<file path="config.mk">
export PLATFORM = sky130hd
export DESIGN_NAME = adsr_envelope_generator_unit
export DESIGN_NICKNAME = d
export VERILOG_FILES = /design/src/rtl/core/adsr_pkg.sv /design/src/rtl/core/adsr_divider.sv /design/src/rtl/core/adsr_envelope_generator_unit.sv
export SDC_FILE = /design/constraint.sdc
export NUM_CORES = 2
export LEC_CHECK = 0
export BUFFER_PORTS_ARGS = -buffer_cell sky130_fd_sc_hd__buf_2
export CORE_AREA = 2 2 316 318
export CTS_BUF_LIST = sky130_fd_sc_hd__clkbuf_8 sky130_fd_sc_hd__clkbuf_16
export DETAILED_ROUTE_END_ITERATION = 8
export DIE_AREA = 0 0 318 320
export GPL_ROUTABILITY_DRIVEN = 0
export PLACE_DENSITY_LB_ADDON = 0.12
export REMOVE_ABC_BUFFERS = 1
export SYNTH_ARGS = -nofsm -noshare
export SYNTH_HDL_FRONTEND = slang
export SYNTH_SLANG_ARGS = --single-unit
</file>
<file path="constraint.sdc">
create_clock -name clk_i -period 15.05 [get_ports clk_i]
set_input_delay 1.505 -clock clk_i [delete_from_list [all_inputs] [get_ports clk_i]]
set_output_delay 1.505 -clock clk_i [all_outputs]
set_load 0.005 [all_outputs]
</file>
<file path="src/rtl/core/adsr_pkg.sv">
package adsr_pkg;

  localparam int unsigned TimeW  = 32;
  localparam int unsigned StepW  = 20;
  localparam int unsigned GainW  = 16;
  localparam int unsigned QuotW  = 16;
  localparam int unsigned DivW   = TimeW + 1;

  localparam logic [StepW-1:0] TIME_STEP_RESET = 20'd1486;

  localparam logic [2:0] PH_ATTACK  = 3'd0;
  localparam logic [2:0] PH_DECAY   = 3'd1;
  localparam logic [2:0] PH_SUSTAIN = 3'd2;
  localparam logic [2:0] PH_RELEASE = 3'd3;
  localparam logic [2:0] PH_IDLE    = 3'd4;

  typedef struct packed {
    logic                    gate_on;
    logic [TimeW-1:0]        attack_time;
    logic [TimeW-1:0]        decay_time;
    logic signed [GainW-1:0] sustain_level;
    logic [TimeW-1:0]        release_time;
    logic                    stream_end;
  } adsr_in_t;

  typedef struct packed {
    logic signed [GainW-1:0] gain;
    logic [2:0]              phase;
  } adsr_out_t;

  typedef struct packed {
    logic            start;
    logic [DivW-1:0] num;
    logic [DivW-1:0] den;
  } div_req_t;

  typedef struct packed {
    logic             done;
    logic [QuotW-1:0] quot;
  } div_rsp_t;

endpackage

</file>
<file path="src/rtl/core/adsr_divider.sv">
module adsr_divider
  import adsr_pkg::*;
(
  input  logic     clk_i,
  input  logic     rst_ni,
  input  div_req_t req_i,
  output div_rsp_t rsp_o
);

  localparam int unsigned RemW = DivW + 1;
  localparam int unsigned CntW = $clog2(QuotW);

  logic            busy_q, busy_d;
  logic            done_q, done_d;
  logic [CntW-1:0] cnt_q, cnt_d;
  logic [RemW-1:0] rem_q, rem_d;
  logic [DivW-1:0] den_q, den_d;
  logic [QuotW-1:0] quot_q, quot_d;
  logic [RemW-1:0] shifted;
  logic            ge;

  // First step compares the numerator as is; it yields the integer bit.
  assign shifted = (cnt_q == '0) ? rem_q : {rem_q[RemW-2:0], 1'b0};
  assign ge      = shifted >= {1'b0, den_q};

  always_comb begin
    busy_d = busy_q;
    done_d = 1'b0;
    cnt_d  = cnt_q;
    rem_d  = rem_q;
    den_d  = den_q;
    quot_d = quot_q;
    if (req_i.start) begin
      busy_d = 1'b1;
      cnt_d  = '0;
      rem_d  = {1'b0, req_i.num};
      den_d  = req_i.den;
      quot_d = '0;
    end else if (busy_q) begin
      rem_d  = ge ? (shifted - {1'b0, den_q}) : shifted;
      quot_d = {quot_q[QuotW-2:0], ge};
      cnt_d  = cnt_q + 1'b1;
      if (cnt_q == CntW'(QuotW - 1)) begin
        busy_d = 1'b0;
        done_d = 1'b1;
      end
    end
  end

  always_ff @(posedge clk_i or negedge rst_ni) begin
    if (!rst_ni) begin
      busy_q <= 1'b0;
      done_q <= 1'b0;
      cnt_q  <= '0;
    end else begin
      busy_q <= busy_d;
      done_q <= done_d;
      cnt_q  <= cnt_d;
    end
  end

  always_ff @(posedge clk_i) begin
    rem_q  <= rem_d;
    den_q  <= den_d;
    quot_q <= quot_d;
  end

  assign rsp_o.done = done_q;
  assign rsp_o.quot = quot_q;

endmodule

</file>
<file path="src/rtl/core/adsr_envelope_generator_unit.sv">
// ADSR envelope generator: one input transaction per audio sample carries the
// gate, the attack, decay and release times (unsigned Q16.16 ms) and the
// sustain level (signed Q1.15); it returns one gain (signed Q1.15, -32768 is
// silence) and the phase code that produced it. A transaction with stream_end
// set is consumed without a result and leaves the phase time and last gate
// alone. The time step register (Q4.16 ms per sample, reset 1486) is written
// through cfg_we_i / cfg_wdata_i; the user must write it only while the block
// is idle, which the block does not enforce. A sample in attack, decay or
// release passes through phase selection, the bit-per-cycle restoring divider
// that forms the phase ratio (16 quotient steps, then the quotient register),
// squaring, scaling, and rounding and loading of the output register. A
// sustain or idle sample skips the arithmetic. in_stall_o is high while a
// sample is in work, so the next sample is taken at the earliest in the
// cycle after the result is loaded; a finished result waits in the output
// register without blocking the next sample, and a result still stalled
// there only holds the final step of the one after it.
module adsr_envelope_generator_unit
  import adsr_pkg::*;
(
  input  logic             clk_i,
  input  logic             rst_ni,
  input  logic             in_valid_i,
  output logic             in_stall_o,
  input  adsr_in_t         in_data_i,
  output logic             out_valid_o,
  input  logic             out_stall_i,
  output adsr_out_t        out_data_o,
  input  logic             cfg_we_i,
  input  logic [StepW-1:0] cfg_wdata_i
);

  localparam int unsigned CoefW = 17;
  localparam int unsigned SqW   = 2 * QuotW - 1;
  localparam int unsigned ProdW = CoefW + SqW;
  localparam int unsigned RndW  = ProdW - 30;
  localparam int unsigned SumW  = GainW + 3;

  typedef enum logic [5:0] {
    ST_IDLE   = 6'b000001,
    ST_DECIDE = 6'b000010,
    ST_DIV    = 6'b000100,
    ST_SQR    = 6'b001000,
    ST_MUL    = 6'b010000,
    ST_FINISH = 6'b100000
  } state_e;

  state_e state_q, state_d;

  logic [StepW-1:0] time_step_q;
  logic [TimeW-1:0] phase_time_q;
  logic             prev_gate_q;

  // latched sample
  logic                    gate_q;
  logic [TimeW-1:0]        a_q, d_q, r_q, t_q;
  logic signed [GainW-1:0] s_q;

  logic [2:0]              phase_q;
  logic signed [GainW-1:0] base_q;
  logic [CoefW-1:0]        coef_q;
  logic [QuotW-1:0]        quot_q;
  logic [SqW-1:0]          sq_q;
  logic [ProdW-1:0]        prod_q;

  logic      out_valid_q;
  adsr_out_t out_data_q;

  div_req_t div_req;
  div_rsp_t div_rsp;

  logic in_accept, out_free;
  assign in_stall_o  = (state_q != ST_IDLE);
  assign in_accept   = in_valid_i && !in_stall_o;
  assign out_free    = !out_valid_q || !out_stall_i;
  assign out_valid_o = out_valid_q;
  assign out_data_o  = out_data_q;

  // phase selection on the latched sample; the decay bound is taken at 33 bits
  logic [DivW-1:0] t_ext, ad_sum;
  logic            in_attack, in_decay, in_release, timed;
  assign t_ext      = {1'b0, t_q};
  assign ad_sum     = {1'b0, a_q} + {1'b0, d_q};
  assign in_attack  = gate_q && (a_q != '0) && (t_q <= a_q);
  assign in_decay   = gate_q && !in_attack && (d_q != '0) && (t_ext <= ad_sum);
  assign in_release = !gate_q && (r_q != '0) && (t_q <= r_q);
  assign timed      = in_attack || in_decay || in_release;

  always_comb begin
    div_req.start = (state_q == ST_DECIDE) && timed;
    div_req.num   = t_ext;
    div_req.den   = {1'b0, a_q};
    if (in_decay) begin
      div_req.num = ad_sum - t_ext;
      div_req.den = {1'b0, d_q};
    end else if (in_release) begin
      div_req.num = {1'b0, r_q - t_q};
      div_req.den = {1'b0, r_q};
    end
  end

  adsr_divider u_div (
    .clk_i  (clk_i),
    .rst_ni (rst_ni),
    .req_i  (div_req),
    .rsp_o  (div_rsp)
  );

  // saturating time advance
  logic [TimeW:0]   t_sum;
  logic [TimeW-1:0] t_next;
  assign t_sum  = {1'b0, t_q} + {{(TimeW + 1 - StepW){1'b0}}, time_step_q};
  assign t_next = t_sum[TimeW] ? '1 : t_sum[TimeW-1:0];

  // round the Q30 scaled square, add the phase offset, clamp
  logic [ProdW-1:0]        prod_rnd;
  logic [RndW-1:0]         rnd;
  logic signed [SumW-1:0]  gain_sum;
  logic signed [GainW-1:0] gain_sat;
  assign prod_rnd = prod_q + ProdW'(64'd1 << 29);
  assign rnd      = prod_rnd[ProdW-1:30];
  assign gain_sum = $signed({{(SumW - RndW){1'b0}}, rnd})
                  + {{(SumW - GainW){base_q[GainW-1]}}, base_q};
  always_comb begin
    if (gain_sum > SumW'(32767)) begin
      gain_sat = 16'sh7FFF;
    end else if (gain_sum < -SumW'(32768)) begin
      gain_sat = 16'sh8000;
    end else begin
      gain_sat = gain_sum[GainW-1:0];
    end
  end

  logic [2*QuotW-1:0] q_sq;
  assign q_sq = quot_q * quot_q;

  always_comb begin
    state_d = state_q;
    case (state_q)
      ST_IDLE: begin
        if (in_accept && !in_data_i.stream_end) state_d = ST_DECIDE;
      end
      ST_DECIDE: state_d = timed ? ST_DIV : ST_FINISH;
      ST_DIV: begin
        if (div_rsp.done) state_d = ST_SQR;
      end
      ST_SQR:    state_d = ST_MUL;
      ST_MUL:    state_d = ST_FINISH;
      ST_FINISH: begin
        if (out_free) state_d = ST_IDLE;
      end
      default:   state_d = ST_IDLE;
    endcase
  end

  always_ff @(posedge clk_i or negedge rst_ni) begin
    if (!rst_ni) begin
      state_q      <= ST_IDLE;
      time_step_q  <= TIME_STEP_RESET;
      phase_time_q <= '0;
      prev_gate_q  <= 1'b0;
      out_valid_q  <= 1'b0;
    end else begin
      state_q <= state_d;
      if (cfg_we_i) time_step_q <= cfg_wdata_i;
      if (in_accept && !in_data_i.stream_end) prev_gate_q <= in_data_i.gate_on;
      // commit the cleared or advanced time once the phase is known
      if (state_q == ST_DECIDE) phase_time_q <= timed ? t_next : t_q;
      if (state_q == ST_FINISH && out_free) begin
        out_valid_q <= 1'b1;
      end else if (!out_stall_i) begin
        out_valid_q <= 1'b0;
      end
    end
  end

  always_ff @(posedge clk_i) begin
    if (in_accept) begin
      gate_q <= in_data_i.gate_on;
      a_q    <= in_data_i.attack_time;
      d_q    <= in_data_i.decay_time;
      r_q    <= in_data_i.release_time;
      s_q    <= in_data_i.sustain_level;
      // a gate edge restarts the phase clock
      t_q    <= (in_data_i.gate_on != prev_gate_q) ? '0 : phase_time_q;
    end
    if (state_q == ST_DECIDE) begin
      prod_q <= '0;
      if (in_attack) begin
        // 2q^2 - 1: scale by 2^16 so the common Q30 rounding applies
        phase_q <= PH_ATTACK;
        coef_q  <= CoefW'(65536);
        base_q  <= 16'sh8000;
      end else if (in_decay) begin
        phase_q <= PH_DECAY;
        coef_q  <= CoefW'(32768) - {{(CoefW - GainW){s_q[GainW-1]}}, s_q};
        base_q  <= s_q;
      end else if (in_release) begin
        phase_q <= PH_RELEASE;
        coef_q  <= CoefW'(32768) + {{(CoefW - GainW){s_q[GainW-1]}}, s_q};
        base_q  <= 16'sh8000;
      end else if (gate_q) begin
        phase_q <= PH_SUSTAIN;
        coef_q  <= '0;
        base_q  <= s_q;
      end else begin
        phase_q <= PH_IDLE;
        coef_q  <= '0;
        base_q  <= 16'sh8000;
      end
    end
    if (div_rsp.done) quot_q <= div_rsp.quot;
    if (state_q == ST_SQR) sq_q <= q_sq[SqW-1:0];
    if (state_q == ST_MUL) prod_q <= coef_q * sq_q;
    if (state_q == ST_FINISH && out_free) begin
      out_data_q.gain  <= gain_sat;
      out_data_q.phase <= phase_q;
    end
  end

  // the divider reports only while the sequencer waits for it
  assert property (@(posedge clk_i) disable iff (!rst_ni)
    div_rsp.done |-> state_q == ST_DIV)
    else $error("divider result outside the divide state");

  // a sample with a result always enters phase selection next
  assert property (@(posedge clk_i) disable iff (!rst_ni)
    in_accept && !in_data_i.stream_end |=> state_q == ST_DECIDE)
    else $error("accepted sample did not start");

  // a finished result with a free slot shows up at the output
  assert property (@(posedge clk_i) disable iff (!rst_ni)
    state_q == ST_FINISH && out_free |=> out_valid_o)
    else $error("finished result not presented");

  // phase codes stay within the defined set
  assert property (@(posedge clk_i) disable iff (!rst_ni)
    out_valid_o |-> out_data_o.phase <= PH_IDLE)
    else $error("bad phase code at output");

endmodule

</file>
==> reports/results.tsv <==
stage	metric	value	unit
critical_path	Crit Path Class	register to register	
sta	fin. max-slew vios	0	
clock_network	clock root cell	clkbuf_16	
global_route	initial antenna violation count	1	
route	final WL	129000	um
finish	Antenna diodes	0	
sta	Slew @ Worst Pin	1.18	ns
power	VDD IR-drop max	0.174	mV
logic_synthesis	part of the Yosys area used for sequential elements	24.4	%
floorplanning	IO Pins	160	
global_route	Total GRT Usage	25.8	%
clock_network	# H-tree levels	2	
floorplanning	Core Region	0.0980	sq mm
logic_synthesis	Synth area leaders	fa_1 24%, edfxtp_1 20%, ha_1 11%	
critical_path	slowest stage delay, CP	0.64	ns
clock_network	post-CTS sizing	0	
route	First-pass DRT Iterations	5	
critical_path	required time of the critical path	15.37	ns
sta	Hold Worst Slack	0.420	ns
clock_network	Max clock buf depth	3	
finish	non-filler cells, final	6598	
critical_path	crit-path max FO	59	
floorplanning	Die Width	318	um
logic_synthesis	Mapped Cells	5191	
logic_synthesis	Unique masters post-synth	89	
finish	share of cells above drive strength 1	6.80	%
sta	Setup TNS Final	0	ns
sta	unrepaired setup endpoints after global routing	false	
sta	final setup violation count	0	
placement	DP Worst Slack	6.95	ns
job	max cap viols	0	
logic_synthesis	Synth top area share	24.4	%
clock_network	Post-CTS Setup Repair Bufs	0	
worst_hold_path	worst min-delay path class	register to register	
power	PwrDens	214	mW/mm^2
placement	IO buf count	159	
global_route	largest net degree at the start of global routing	78	
logic_synthesis	post-synthesis register bit count	413	
clock_network	CTS tree	done	
route	initial drt markers	2391	
logic_synthesis	FFs w/ async S/R, synth	16.0	%
floorplanning	die area	0.102	sq mm
critical_path	most used cell, CP	o21ai_0	
clock_network	CTS clk-pin slew, worst paths	0.05	ns
logic_synthesis	Yosys Warn Count	0	
sta	clock period minus worst slack	8.20	ns
finish	post-synthesis to final-layout area growth	7.62	%
sta	Setup Skew	0.0434	ns
floorplanning	Chip Height	320	um
critical_path	crit start category	register	
logic_synthesis	Mapped Avg Cell Area	9.39	sq um
route	DR vias/cell	5.56	
sta	worst setup margin	6.85	ns
placement	hpwl dp	99300	um
logic_synthesis	post-synth design cell area	0.0488	sq mm
global_route	first-pass GRT wire length	207000	um
logic_synthesis	most instantiated cells after synthesis	911 x inv_1, 658 x nand2_1, 595 x fa_1, 419 x ha_1, 330 x edfxtp_1	
clock_network	worst-skew pair later-pin latency	0.61	ns
clock_network	CTS Sinks	413	
clock_network	CTS buffer count	48	
floorplanning	Initial Util	49.8	%
sta	final hold violations	0	
route	Via Count	36700	
critical_path	slowest cell on the critical path	buf_4	
clock_network	cts hold-fix bufs	0	
route	DRC	0	
finish	post-route cell area	0.0525	sq mm
global_route	vias in the first global route	37500	
critical_path	critical path arrival	8.51	ns
sta	Rel. slew slack	21.1	%
finish	Final Core Density	53.6	%
placement	Area after DPL	0.0509	sq mm
floorplanning	row count	115	
global_route	GRT overflow	0	
sta	period utilization	54.5	%
critical_path	internal reg-to-reg setup slack	6.85	ns
route	post-route antenna net violation count	0	
finish	Nets	6424	
placement	placed insts	6508	
logic_synthesis	most common cell in the netlist	inv_1	
sta	fmax	122	MHz
power	total power	11.2	mW
run_status	outcome	finished clean	
logic_synthesis	Main synth FF type	edfxtp_1	
route	drt wl/cell	19.5	um
logic_synthesis	Post-synth EDFFs	330	
power	P_leak	24.7	nW
critical_path	CP Capture Type	register	
logic_synthesis	Yosys top cell by area	fa_1	
==> routing by layer <==
layer	part of all wire (%)	global-route usage [%]	up-vias	wire [um]
met5	0.011	0	-	14
met2	47	43.3	1077	60900
met3	5.6	2.85	194	7250
met1	44	35.3	18200	56600
met4	3.0	7.52	2	3810
li1	-	-	17200	-
==> power breakdown <==
group	total, mW	internal [mW]	switching [mW]	leakage [nW]
combinational	8.11	3.34	4.77	19.8
clock	1.14	0.659	0.483	0.805
sequential	1.99	1.74	0.250	4.03
==> worst paths after layout <==
| kind | endpoint | startpoint | cells after the start |
|---|---|---|---|
| max | u_div.rem_q[21]$_DFFE_PP_ | a_q[0]$_DFFE_PP_ | 25 |
| min | out_data_o[0]$_DFFE_PP_ | phase_q[0]$_SDFFCE_PP0P_ | 0 |
| max reg2reg | u_div.rem_q[21]$_DFFE_PP_ | a_q[0]$_DFFE_PP_ | 25 |
| min reg2reg | out_data_o[0]$_DFFE_PP_ | phase_q[0]$_SDFFCE_PP0P_ | 0 |
| max in group asynchronous | u_div.busy_q$_DFF_PN0_ | rst_ni | 2 |
| min in group asynchronous | time_step_q[0]$_DFFE_PN0P_ | rst_ni | 1 |
==> placed cells by master (no fill, tap or decap), types with 39 or more instances in the layout <==
cell / n
inv_1: 922
nand2_1: 658
fa_1: 595
ha_1: 419
edfxtp_1: 330
and2_1: 322
nor2_1: 204
a21oi_1: 193
buf_2: 158
o21ai_0: 144
xnor2_1: 132
a21o_1: 105
xor2_1: 70
nor3_1: 62
nand3_1: 61
buf_4: 60
dfrtp_1: 58
a22oi_1: 53
clkbuf_16: 51
a211oi_1: 43
nand4_1: 41
o21a_1: 39
==> cell type report <==
cell class	count	area [sq um]
Timing Repair Buffer	218	1240
Multi-Input combinational cell	3677	32700
Clock buffer	53	1300
Inverter	913	3430
Fill cell	9029	45500
Clock inverter	37	259
Tap cell	1287	1610
Sequential cell	413	11900
==> cells by family (layout without fill, tap and decap cells) <==
| logic type | Yosys count | after routing | share of synthesized area (%) |
|---|---|---|---|
| compound gates | 856 | 856 | 11.8 |
| simple gates | 1545 | 1545 | 15.3 |
| buf+inv | 1108 | 1221 | 8.63 |
| flops | 413 | 413 | 24.4 |
| mux | 50 | 50 | 1.08 |
| xor+xnor | 203 | 203 | 3.65 |
| fa+ha+maj | 1014 | 1014 | 35.2 |
| other cells | 2 | 9 | 0.0154 |
==> sequential cells by signal, summed over array words and instances, names as in the netlist, 3 cells and up <==
signal	count
u_div.cnt_q	4
sq_q	30
u_div.rem_q	34
state_q	6
quot_q	16
phase_time_q	32
prod_q	19
d_q	32
base_q	16
s_q	16
time_step_q	20
r_q	32
u_div.den_q	32
coef_q	17
phase_q	3
out_data_o	19
t_q	32
a_q	32
u_div.quot_q	16
==> critical path: cells and delay by family, from the launching register on <==
family / cells / cell delay (ns)
AOI/OAI and AO/OA: 13 / 3.15
xor gates and xnor gates: 1 / 0.16
adders and majority gates: 3 / 1.04
buffers and inverters: 2 / 1.19
DFF: 1 / 0.43
and+or+nand+nor: 6 / 1.90
Power figures use the tool's default switching activity.
